[src/rtl/sust_pkg.sv]
`timescale 1ns / 1ps

package sust_pkg;

	// Default table capacity and the fixed field widths of the streams.
	localparam int unsigned DEPTH_DEF = 32;
	localparam int unsigned WORD_W    = 32;
	localparam int unsigned FUNC_W    = 2;
	localparam int unsigned STATUS_W  = 3;

	// Request codes carried on the slave-side tuser.
	typedef enum logic [FUNC_W-1:0] {
		FN_INSERT   = 2'd0,
		FN_DELETE   = 2'd1,
		FN_READ_FWD = 2'd2,
		FN_READ_REV = 2'd3
	} func_t;

	// Result codes carried on the master-side tuser.
	typedef enum logic [STATUS_W-1:0] {
		ST_OK       = 3'd0,
		ST_DUP      = 3'd1,
		ST_NOTFOUND = 3'd2,
		ST_EMPTY    = 3'd3,
		ST_FULL     = 3'd4
	} status_t;

	// Commands from the controller to the datapath.
	typedef struct packed {
		logic    accept;
		logic    scan_run;
		logic    shift_start;
		logic    shift_run;
		logic    commit;
		logic    status_we;
		status_t status;
		logic    resp_load;
		logic    rd_start;
		logic    rd_emit;
	} cmd_t;

	// Status from the datapath back to the controller.
	typedef struct packed {
		func_t func;
		logic  empty;
		logic  full;
		logic  scan_hit;
		logic  scan_dup;
		logic  scan_miss;
		logic  shift_done;
		logic  rd_last;
		logic  out_free;
	} sts_t;

endpackage

[src/rtl/sorted_unique_set_table.sv]
`timescale 1ns / 1ps
// Sorted table of distinct signed 32-bit values, kept largest first.
// Requests enter on the slave-side stream: s_tuser selects insert, delete,
// descending readout or ascending readout, and s_tdata carries the value.
// Results leave on the master-side stream: m_tuser is the status code,
// m_tdata the entry during a readout (zero otherwise), and m_tlast marks
// the final result of each request. Insert and delete give one result; a
// readout gives one result per entry, or a single empty result.
// One request is handled at a time; s_tready is high only while idle.
// Insert and delete first scan the entries through the single read port of
// the table memory, one entry per cycle, then move the entries behind the
// hit one place per cycle. A readout streams one entry per cycle when the
// receiver keeps up. A one-entry output register sits between the
// controller and the master side, so a stall holds the result; a readout
// pauses until it is taken, and an insert or delete waits with its result.
// Reset empties the table at once; the memory itself needs no clearing pass.
module sorted_unique_set_table #(
	parameter int unsigned DEPTH = sust_pkg::DEPTH_DEF
) (
	input  logic                          clk,
	input  logic                          arst_n,
	input  logic                          s_tvalid,
	output logic                          s_tready,
	input  logic [sust_pkg::WORD_W-1:0]   s_tdata,  // [31:0] value
	input  logic [sust_pkg::FUNC_W-1:0]   s_tuser,  // [1:0] func
	output logic                          m_tvalid,
	input  logic                          m_tready,
	output logic [sust_pkg::WORD_W-1:0]   m_tdata,  // [31:0] item
	output logic [sust_pkg::STATUS_W-1:0] m_tuser,  // [2:0] status
	output logic                          m_tlast
);

	sust_pkg::cmd_t cmd;
	sust_pkg::sts_t sts;

	sust_ctrl u_ctrl (
		.clk     (clk),
		.arst_n  (arst_n),
		.s_tvalid(s_tvalid),
		.s_tready(s_tready),
		.sts     (sts),
		.cmd     (cmd)
	);

	sust_dp #(
		.DEPTH(DEPTH)
	) u_dp (
		.clk     (clk),
		.arst_n  (arst_n),
		.cmd     (cmd),
		.sts     (sts),
		.s_tuser (s_tuser),
		.s_tdata (s_tdata),
		.m_tvalid(m_tvalid),
		.m_tready(m_tready),
		.m_tdata (m_tdata),
		.m_tuser (m_tuser),
		.m_tlast (m_tlast)
	);

endmodule

[src/rtl/sust_ram.sv]
`timescale 1ns / 1ps

module sust_ram #(
	parameter int unsigned WIDTH = sust_pkg::WORD_W,
	parameter int unsigned DEPTH = sust_pkg::DEPTH_DEF,
	localparam int unsigned AW   = $clog2(DEPTH)
) (
	input  logic             clk,
	input  logic             we,
	input  logic [AW-1:0]    waddr,
	input  logic [WIDTH-1:0] wdata,
	input  logic             re,
	input  logic [AW-1:0]    raddr,
	output logic [WIDTH-1:0] rdata
);

	logic [WIDTH-1:0] mem [DEPTH];
	logic [WIDTH-1:0] rdata_q;

	// One write port and one registered read port; the read data holds when idle.
	always_ff @(posedge clk) begin
		if (we) begin
			mem[waddr] <= wdata;
		end
		if (re) begin
			rdata_q <= mem[raddr];
		end
	end

	assign rdata = rdata_q;

endmodule

[src/rtl/sust_ctrl.sv]
`timescale 1ns / 1ps

module sust_ctrl (
	input  logic                 clk,
	input  logic                 arst_n,
	input  logic                 s_tvalid,
	output logic                 s_tready,
	input  sust_pkg::sts_t       sts,
	output sust_pkg::cmd_t       cmd
);

	typedef enum logic [5:0] {
		S_IDLE     = 6'b000001,
		S_DISPATCH = 6'b000010,
		S_SCAN     = 6'b000100,
		S_SHIFT    = 6'b001000,
		S_RESP     = 6'b010000,
		S_RD_EMIT  = 6'b100000
	} state_t;

	state_t state_q;
	state_t state_d;

	// State register.
	always_ff @(posedge clk or negedge arst_n) begin
		if (!arst_n) begin
			state_q <= S_IDLE;
		end else begin
			state_q <= state_d;
		end
	end

	// Next state and command decode.
	always_comb begin
		cmd      = '0;
		state_d  = state_q;
		s_tready = (state_q == S_IDLE);
		unique case (state_q)
			S_IDLE: begin
				if (s_tvalid) begin
					cmd.accept = 1'b1;
					state_d    = S_DISPATCH;
				end
			end
			S_DISPATCH: begin
				priority if (sts.func == sust_pkg::FN_INSERT) begin
					state_d = S_SCAN;
				end else if (sts.func == sust_pkg::FN_DELETE && !sts.empty) begin
					state_d = S_SCAN;
				end else if (sts.empty) begin
					// Delete or readout on an empty table.
					cmd.status_we = 1'b1;
					cmd.status    = sust_pkg::ST_EMPTY;
					state_d       = S_RESP;
				end else begin
					cmd.rd_start = 1'b1;
					state_d      = S_RD_EMIT;
				end
			end
			S_SCAN: begin
				if (sts.func == sust_pkg::FN_INSERT) begin
					priority if (sts.scan_hit && sts.scan_dup) begin
						cmd.status_we = 1'b1;
						cmd.status    = sust_pkg::ST_DUP;
						state_d       = S_RESP;
					end else if ((sts.scan_hit || sts.scan_miss) && sts.full) begin
						cmd.status_we = 1'b1;
						cmd.status    = sust_pkg::ST_FULL;
						state_d       = S_RESP;
					end else if (sts.scan_hit || sts.scan_miss) begin
						cmd.shift_start = 1'b1;
						state_d         = S_SHIFT;
					end else begin
						cmd.scan_run = 1'b1;
					end
				end else begin
					priority if (sts.scan_hit) begin
						cmd.shift_start = 1'b1;
						state_d         = S_SHIFT;
					end else if (sts.scan_miss) begin
						cmd.status_we = 1'b1;
						cmd.status    = sust_pkg::ST_NOTFOUND;
						state_d       = S_RESP;
					end else begin
						cmd.scan_run = 1'b1;
					end
				end
			end
			S_SHIFT: begin
				if (sts.shift_done) begin
					cmd.commit    = 1'b1;
					cmd.status_we = 1'b1;
					cmd.status    = sust_pkg::ST_OK;
					state_d       = S_RESP;
				end else begin
					cmd.shift_run = 1'b1;
				end
			end
			S_RESP: begin
				if (sts.out_free) begin
					cmd.resp_load = 1'b1;
					state_d       = S_IDLE;
				end
			end
			S_RD_EMIT: begin
				if (sts.out_free) begin
					cmd.rd_emit = 1'b1;
					if (sts.rd_last) begin
						state_d = S_IDLE;
					end
				end
			end
			default: begin
				state_d = S_IDLE;
			end
		endcase
	end

endmodule

[src/rtl/sust_dp.sv]
`timescale 1ns / 1ps

module sust_dp #(
	parameter int unsigned DEPTH = sust_pkg::DEPTH_DEF,
	localparam int unsigned AW   = $clog2(DEPTH),
	localparam int unsigned CW   = $clog2(DEPTH + 1)
) (
	input  logic                            clk,
	input  logic                            arst_n,
	input  sust_pkg::cmd_t                  cmd,
	output sust_pkg::sts_t                  sts,
	input  logic [sust_pkg::FUNC_W-1:0]     s_tuser,
	input  logic [sust_pkg::WORD_W-1:0]     s_tdata,
	output logic                            m_tvalid,
	input  logic                            m_tready,
	output logic [sust_pkg::WORD_W-1:0]     m_tdata,
	output logic [sust_pkg::STATUS_W-1:0]   m_tuser,
	output logic                            m_tlast
);

	// Request registers.
	sust_pkg::func_t                    func_q;
	logic signed [sust_pkg::WORD_W-1:0] value_q;
	sust_pkg::status_t                  status_q;

	// Table occupancy and walk counters.
	logic [CW-1:0] count_q;
	logic [CW-1:0] rd_idx_q;
	logic [CW-1:0] cmp_idx_s1;
	logic          scan_vld_s1;
	logic [CW-1:0] pos_q;
	logic [CW-1:0] sh_q;
	logic          wr_pend_s1;
	logic [AW-1:0] wr_addr_s1;

	// Output register.
	logic                            o_valid_q;
	sust_pkg::status_t               o_status_q;
	logic [sust_pkg::WORD_W-1:0]     o_item_q;
	logic                            o_last_q;

	// Memory port signals.
	logic                         ram_we;
	logic [AW-1:0]                ram_waddr;
	logic [sust_pkg::WORD_W-1:0]  ram_wdata;
	logic                         ram_re;
	logic [CW-1:0]                raddr_w;
	logic [sust_pkg::WORD_W-1:0]  ram_rdata;

	// Derived values.
	logic          is_ins;
	logic          fwd;
	logic [CW-1:0] cnt_m1;
	logic [CW-1:0] idx_next;
	logic [CW-1:0] rev_addr;
	logic [CW-1:0] rev_next;
	logic [CW-1:0] sh_m1;
	logic [CW-1:0] sh_p1;
	logic          scan_more;
	logic          ins_more;
	logic          del_more;
	logic          rd_last;
	logic          out_free;
	logic          rd_le;
	logic          rd_eq;

	assign is_ins    = (func_q == sust_pkg::FN_INSERT);
	assign fwd       = (func_q == sust_pkg::FN_READ_FWD);
	assign cnt_m1    = count_q - CW'(1);
	assign idx_next  = rd_idx_q + CW'(1);
	assign rev_addr  = cnt_m1 - rd_idx_q;
	assign rev_next  = rev_addr - CW'(1);
	assign sh_m1     = sh_q - CW'(1);
	assign sh_p1     = cmp_idx_s1 + CW'(1);
	assign scan_more = (rd_idx_q < count_q);
	assign ins_more  = (sh_q > pos_q);
	assign del_more  = (sh_q < count_q);
	assign rd_last   = (rd_idx_q == cnt_m1);
	assign out_free  = !o_valid_q || m_tready;
	assign rd_le     = ($signed(ram_rdata) <= value_q);
	assign rd_eq     = ($signed(ram_rdata) == value_q);

	// Status toward the controller.
	always_comb begin
		sts            = '0;
		sts.func       = func_q;
		sts.empty      = (count_q == '0);
		sts.full       = (count_q == CW'(DEPTH));
		sts.scan_hit   = scan_vld_s1 && (is_ins ? rd_le : rd_eq);
		sts.scan_dup   = rd_eq;
		sts.scan_miss  = !scan_vld_s1 && !scan_more;
		sts.shift_done = !wr_pend_s1 && (is_ins ? !ins_more : !del_more);
		sts.rd_last    = rd_last;
		sts.out_free   = out_free;
	end

	// Read port: scan, entry move and readout share the one read address.
	always_comb begin
		ram_re  = 1'b0;
		raddr_w = rd_idx_q;
		priority if (cmd.scan_run && scan_more) begin
			ram_re  = 1'b1;
			raddr_w = rd_idx_q;
		end else if (cmd.shift_run && is_ins && ins_more) begin
			ram_re  = 1'b1;
			raddr_w = sh_m1;
		end else if (cmd.shift_run && !is_ins && del_more) begin
			ram_re  = 1'b1;
			raddr_w = sh_q;
		end else if (cmd.rd_start) begin
			ram_re  = 1'b1;
			raddr_w = fwd ? '0 : cnt_m1;
		end else if (cmd.rd_emit && !rd_last) begin
			ram_re  = 1'b1;
			raddr_w = fwd ? idx_next : rev_next;
		end else begin
			ram_re = 1'b0;
		end
	end

	// Write port: moved entries first, then the new value of an insert.
	always_comb begin
		ram_we    = 1'b0;
		ram_waddr = wr_addr_s1;
		ram_wdata = ram_rdata;
		priority if (wr_pend_s1) begin
			ram_we = 1'b1;
		end else if (cmd.commit && is_ins) begin
			ram_we    = 1'b1;
			ram_waddr = pos_q[AW-1:0];
			ram_wdata = value_q;
		end else begin
			ram_we = 1'b0;
		end
	end

	sust_ram #(
		.WIDTH(sust_pkg::WORD_W),
		.DEPTH(DEPTH)
	) u_ram (
		.clk  (clk),
		.we   (ram_we),
		.waddr(ram_waddr),
		.wdata(ram_wdata),
		.re   (ram_re),
		.raddr(raddr_w[AW-1:0]),
		.rdata(ram_rdata)
	);

	// Control counters and flags.
	always_ff @(posedge clk or negedge arst_n) begin
		if (!arst_n) begin
			count_q     <= '0;
			rd_idx_q    <= '0;
			scan_vld_s1 <= 1'b0;
			pos_q       <= '0;
			sh_q        <= '0;
			wr_pend_s1  <= 1'b0;
			o_valid_q   <= 1'b0;
		end else begin
			// Scan and readout index.
			if (cmd.accept) begin
				rd_idx_q    <= '0;
				scan_vld_s1 <= 1'b0;
			end else if (cmd.scan_run) begin
				scan_vld_s1 <= scan_more;
				if (scan_more) begin
					rd_idx_q <= idx_next;
				end
			end else if (cmd.rd_start) begin
				rd_idx_q <= '0;
			end else if (cmd.rd_emit && !rd_last) begin
				rd_idx_q <= idx_next;
			end

			// Entry move: inserts walk down from the tail, deletes walk up to it.
			priority if (cmd.shift_start) begin
				wr_pend_s1 <= 1'b0;
				if (is_ins) begin
					pos_q <= scan_vld_s1 ? cmp_idx_s1 : count_q;
					sh_q  <= count_q;
				end else begin
					pos_q <= cmp_idx_s1;
					sh_q  <= sh_p1;
				end
			end else if (cmd.shift_run) begin
				if (is_ins) begin
					wr_pend_s1 <= ins_more;
					if (ins_more) begin
						sh_q <= sh_m1;
					end
				end else begin
					wr_pend_s1 <= del_more;
					if (del_more) begin
						sh_q <= sh_q + CW'(1);
					end
				end
			end else begin
				wr_pend_s1 <= 1'b0;
			end

			// Occupancy.
			if (cmd.commit) begin
				count_q <= is_ins ? (count_q + CW'(1)) : cnt_m1;
			end

			// Output valid.
			if (cmd.resp_load || cmd.rd_emit) begin
				o_valid_q <= 1'b1;
			end else if (m_tready) begin
				o_valid_q <= 1'b0;
			end
		end
	end

	// Payload registers.
	always_ff @(posedge clk) begin
		if (cmd.accept) begin
			func_q  <= sust_pkg::func_t'(s_tuser);
			value_q <= s_tdata;
		end
		if (cmd.scan_run) begin
			cmp_idx_s1 <= rd_idx_q;
		end
		if (cmd.shift_run) begin
			wr_addr_s1 <= is_ins ? sh_q[AW-1:0] : sh_m1[AW-1:0];
		end
		if (cmd.status_we) begin
			status_q <= cmd.status;
		end
		if (cmd.resp_load) begin
			o_status_q <= status_q;
			o_item_q   <= '0;
			o_last_q   <= 1'b1;
		end else if (cmd.rd_emit) begin
			o_status_q <= sust_pkg::ST_OK;
			o_item_q   <= ram_rdata;
			o_last_q   <= rd_last;
		end
	end

	assign m_tvalid = o_valid_q;
	assign m_tdata  = o_item_q;
	assign m_tuser  = o_status_q;
	assign m_tlast  = o_last_q;

endmodule
[config.mk]
export PLATFORM = sky130hd
export DESIGN_NAME = sorted_unique_set_table
export DESIGN_NICKNAME = d
export VERILOG_FILES = /design/src/rtl/sust_pkg.sv /design/src/rtl/sorted_unique_set_table.sv /design/src/rtl/sust_ram.sv /design/src/rtl/sust_ctrl.sv /design/src/rtl/sust_dp.sv
export SDC_FILE = /design/constraint.sdc
export NUM_CORES = 2
export LEC_CHECK = 0
export BUFFER_PORTS_ARGS = -buffer_cell sky130_fd_sc_hd__buf_4
export CAP_MARGIN = 10
export CORE_MARGIN = 3
export CORE_UTILIZATION = 30
export DETAILED_ROUTE_END_ITERATION = 8
export SLEW_MARGIN = 20
export SYNTH_ARGS = -nofsm -noshare
export SYNTH_HDL_FRONTEND = slang
export SYNTH_HIERARCHICAL = 1
export SYNTH_SLANG_ARGS = --single-unit
[constraint.sdc]
create_clock -name clk -period 7.16 [get_ports clk]
set_input_delay 0.716 -clock clk [delete_from_list [all_inputs] [get_ports clk]]
set_output_delay 0.716 -clock clk [all_outputs]
set_load 0.01 [all_outputs]
# Word-level counts from Yosys, hierarchy flattened
# Memories as Yosys holds them, arrays and structs flattened. A register that Yosys moved wholly into a read port is not among the register bits.
# Cells that the tools add are included.
dict set report classes {
  addsub 8
  order_cmp 4
  eq_ne 20
  mux 91
  n_reduce_logical 36
}
# op count
set ops {}
lappend ops {{$mux 6} 28}
lappend ops {{$mux 32} 2}
lappend ops {{$mux 5} 11}
lappend ops {{$pmux 6 s6} 1}
lappend ops {{$mux 1} 33}
lappend ops {{$eq 32x32->1} 1}
lappend ops {{$le 32x32->1} 1}
lappend ops {{$mux 4} 8}
lappend ops {{$add 6x1->6 const B} 4}
lappend ops {{$logic_and 1x1->1} 13}
lappend ops {{$eq 6x6->1 const B} 2}
lappend ops {{$lt 6x6->1} 2}
lappend ops {{$pmux 4 s3} 1}
lappend ops {{$sub 6x1->6 const B} 2}
lappend ops {{$mux 2} 5}
lappend ops {{$logic_not 1->1} 9}
lappend ops {{$reduce_bool 2->1} 4}
lappend ops {{$reduce_and 7->1} 1}
lappend ops {{$eq 6x1->1 const B} 1}
lappend ops {{$eq 6x2->1 const B} 1}
lappend ops {{$eq 6x3->1 const B} 1}
lappend ops {{$eq 6x4->1 const B} 1}
lappend ops {{$eq 6x5->1 const B} 1}
lappend ops {{$eq 6x6->1} 1}
lappend ops {{other kinds (18)} 25}
dict set report word_totals {
  register_bits 117
  ram_bits 1024
  out_inout_bits 38
  wordCells 176
  memories 1
}
# memory depth width read_ports rd_clocked_by_memory_dff write_ports line
set mem_list {}
lappend mem_list {u_dp.u_ram.mem 32 32 1 1 1 sust_ram.sv:17} ;# logic [WIDTH-1:0] mem [DEPTH];

# Longest topological paths before layout
dict set report logic_depth {
  ltp_word 11
  depth_mapped 23
  ltp_nobuf 19
}

# By module
# Netlist, hierarchy kept.
# mod instances cells_per_inst area_each_um2 seq_area_each_um2
set modules_own_cells {}
lappend modules_own_cells {sust_ram 1 2260 40812.9 31710.4}
lappend modules_own_cells {sust_dp 1 675 6826.5 2867.8}
lappend modules_own_cells {sust_ctrl 1 60 508.0 151.4}

# Worst setup path before layout
# No wires, ideal clock.
dict set report synth_path {
  path_kind {register to register}
  from {register u_dp.count_q[2]}
  to {memory u_dp/u_ram/mem[12][0] (netlist bit) (enable)}
  setup_ps 421
  t_arrival_ps 5332
  t_required_ps 6739
  setup_slack_ps 1407
  path_stages_with_launch 20
  cell_sequence {dfrtp_1 buf_6 inv_1 ha_1 nand2_1 o21ai_0 a41oi_1 clkbuf_1 nor3_1 nand4b_1 inv_1 clkbuf_1 nand2_1 nor2_1 buf_2 buf_1 mux2_2 or3b_2 clkbuf_1 nor2_1}
}
# element line
set synth_lines {}
lappend synth_lines {{start: declaration} sust_dp.sv:27} ;# logic [CW-1:0] count_q;
lappend synth_lines {{start signal: assignment} sust_dp.sv:204} ;# count_q <= is_ins ? (count_q + CW'(1)) : cnt_m1;
lappend synth_lines {{end: declaration} sust_ram.sv:17}

==> flow_summary_export.csv <==
group,metric,value,unit
synth,yosysMostFrequentCell,"edfxtp_1",
clock_tree,clkTransAtPathRegs,60,ps
clock_tree,cts_tree,"done",
timing,fin_worst_skew,32.9,ps
routing,routed_wirelength,128000,um
setup_path,worst_path_largest_cell_delay,960,ps
setup_path,r2r_end,"u_dp/u_ram/rdata[16]$_DFFE_PP_",
setup_path,startpoint,"u_dp/u_ram/rdata[23]$_DFFE_PP_",
floorplanning,fp-row-count,146,
floorplanning,core_area,159000,um^2
timing,final.setup.tns,0,ps
synth,synth.distinct_cells,76,
floorplanning,io_pins,76,
timing,setup_viol,0,
power_and_ir_drop,vdd_ir_drop_max,0.216,mV
power_and_ir_drop,powerDensity,327,nW/um^2
synth,ys_top_cells_by_count,"1107 x edfxtp_1, 560 x mux2i_1, 143 x nand2_1",
timing,slew_viol_final,0,
hold_path,hp-class,"primary input to flop",
floorplanning,start_util,30.3,%
setup_path,r2r_cells,17,
clock_tree,cts-buffers-inserted,118,
place,post-place-ws,843,ps
setup_path,cp_max_fo,72,
timing,slew_headroom,26.5,%
synth,yosysTopAreaCell,"edfxtp_1",
global_routing,overflow,0,
timing,fin_ws,841,ps
clock_tree,insertion_delay,710,ps
synth,synth_edf_count,1107,
setup_path,cp.required,7600,ps
status,status,"finished clean",
synth,synthArstFlopShare,2.81,%
timing,period_share,88.2,%
setup_path,cp_slowest_cell,"o2bb2ai_4",
final_layout,nets,3225,
synth,syn-cell-area,48100,um^2
power_and_ir_drop,leakage,18.8,nW
synth,ys_top_cells_by_area,"edfxtp_1 69%, mux2i_1 12%, dfrtp_1 1.7%",
global_routing,grt_max_degree,78,
clock_tree,h-tree-depth,3,
clock_tree,cts_root_buffer,"clkbuf_16",
timing,worst_pin_slew,1100,ps
final_layout,drive_above_1_share,14.0,%
timing,fin_crit,6320,ps
place,place_area,51900,um^2
synth,syn_inst,2995,
final_layout,fillers,15000,
routing,antenna_left,0,
timing,max_freq,158,MHz
timing,hold_viol,0,
place,port_buffers,75,
global_routing,antenna_found_initial,1,
clock_tree,clock-sinks,1173,
place,gp_congestion,0.814,
routing,routed-via-count,27100,
synth,synth_nets,3094,
final_layout,utilization,35.0,%
routing,drc_errors,0,
routing,first_pass_iters,8,
synth,avgSynthCellArea,16.1,um^2
routing,post_drt_via_cell_ratio,5.10,
global_routing,grt_pass1_wl,185000,um
run,maxCapViolations,0,
floorplanning,die_y,407,um
clock_tree,cts.repair.resized,0,
setup_path,cp.arrival,6750,ps
synth,yosysWarnings,6,
setup_path,crit_path_start_kind,"flop",
setup_path,crit_chain,"ha_1 -> nand4_1 -> a21oi_1 -> o21bai_1 -> a21oi_1 -> o41ai_1 -> nor2_1 -> nand3_1 -> inv_1 -> nand2_1 -> o2bb2ai_4 -> buf_12 -> mux2i_1 -> a22o_1 -> nor3_1 -> a31oi_1 -> nand3_1",
global_routing,first_global_vias,26100,
routing,avgRoutedWirePerCell,24.2,um
global_routing,grt_usage,15.2,%
timing,rsz0062_at_grt,"no",
setup_path,path_class,"flop to flop",
clock_tree,cts_buffer_depth,3,
synth,synth_seq_cells,1173,
synth,synth_ff_type,"edfxtp_1",
place,place_hpwl,73200,um
floorplanning,dieWidth,407,um
setup_path,worst-r2r-setup-slack,840,ps
synth,synth_top_area_share,69.0,%
final_layout,stdcell_area,55600,um^2
setup_path,cp-endpoint,"u_dp/u_ram/rdata[16]$_DFFE_PP_",
floorplanning,die_area,165000,um^2
routing,drtIter0Drc,2486,
setup_path,cp-end-kind,"flop",
final_layout,syn2layout_area_growth,15.6,%
setup_path,r2r_start,"u_dp/u_ram/rdata[23]$_DFFE_PP_",
final_layout,diodes,0,
synth,seq_area_frac_synth,72.1,%
## placed cells by master (no fill, tap or decap), types with 13 or more instances in the layout
cell	instances
a21o_1	13
a21oi_1	128
a22o_1	65
a22oi_1	97
a31oi_1	36
buf_12	40
buf_4	133
clkbuf_1	19
clkbuf_16	119
clkinv_1	29
clkinv_2	26
dfrtp_1	32
dfxtp_1	33
edfxtp_1	1107
ha_1	60
inv_1	62
mux2_2	37
mux2i_1	560
nand2_1	142
nand3_1	114
nand4_1	15
nor2_1	69
nor2_4	34
nor3_1	38
o21ai_0	31
xnor2_1	21
## repair_timing
item,CTS,global route
buffers inserted,0,0
endpoints found under the setup margin,0,0
hold endpoints to repair,32,0
hold buffers,1,0
## critical path: cells and delay by family, from the launching register on
kind | cells | cell delay (ps)
adders and majority gates | 1 | 350
buffers and inverters | 2 | 880
AOI/OAI and AO/OA | 7 | 2820
muxes | 1 | 260
and+or+nand+nor | 6 | 1170
DFF | 1 | 460
## where the power goes
part	internal, mW	switching (mW)
registers	7.66	0.171
logic	1.83	2.64
clock network	3.29	2.61
## layout make-up
class | instances | area [um^2] | share of cell area [%]
Timing Repair Buffer | 174 | 1810 | 3.25
Inverter | 62 | 233 | 0.418
Sequential cell | 1173 | 34700 | 62.4
Multi-Input combinational cell | 1597 | 12600 | 22.6
Clock inverter | 78 | 582 | 1.05
Tap cell | 2072 | 2590 | 4.66
Clock buffer | 144 | 3130 | 5.63
## sequential cells by signal, summed over array words and instances, names as in the netlist, 6 cells and up
name,cells
u_dp/cmp_idx_s1,6
u_dp/m_tdata,32
u_dp/count_q,6
u_dp/value_q,32
u_dp/sh_q,6
u_dp/u_ram/rdata,32
u_ctrl/state_q,6
u_dp/rd_idx_q,6
u_dp/pos_q,6
u_dp/u_ram/mem,1024
## stage by stage
stage | hold WS [ps] | instances | power [mW]
finish | 184 | 5300 | 18.2
global route | 161 | 5300 | 18.9
CTS | 140 | 5300 | 18.3
detailed placement | 486 | 5077 | 12.4
global placement | 474 | 5077 | 12.4
floorplan | 420 | 2995 | 11.2
## logic make-up (layout without fill, tap and decap cells)
| family | count (synthesis) | count (layout) | synth area share [%] |
|---|---|---|---|
| buf+inv | 225 | 458 | 2.42 |
| compound gates | 422 | 422 | 5.93 |
| fa+ha+maj | 61 | 61 | 1.60 |
| simple gates | 485 | 485 | 4.82 |
| flops | 1173 | 1173 | 72.1 |
| xor+xnor | 32 | 32 | 0.598 |
| mux | 597 | 597 | 12.5 |
## worst min-delay path by stage
stage / start / to / slack, ps / cells past startpoint
3_3_place_gp: u_dp/m_tdata[11]$_SDFFE_PP0P_ / u_dp/m_tdata[11]$_SDFFE_PP0P_ / 470 / 2
4_1_cts: s_tdata[20] / u_dp/value_q[20]$_DFFE_PP_ / 140 / 1
6_report: s_tuser[1] / u_dp/func_q[1]$_DFFE_PP_ / 180 / 1
3_5_place_dp: u_dp/m_tlast$_SDFFE_PP1P_ / u_dp/m_tlast$_SDFFE_PP1P_ / 490 / 2
5_1_grt: s_tdata[20] / u_dp/value_q[20]$_DFFE_PP_ / 160 / 1
2_1_floorplan: arst_n / u_ctrl/state_q[1]$_DFFE_PN0P_ / 420 / 0
## metal layers
metal / vias up / wire, um / GRT usage [%]
met5: - / 0 / 0
met4: 0 / 2420 / 3.73
met3: 155 / 9110 / 2.57
met2: 944 / 60900 / 24.8
met1: 14000 / 55900 / 21.0
li1: 11900 / - / -
Note: power is estimated with default switching activity, not from simulation.
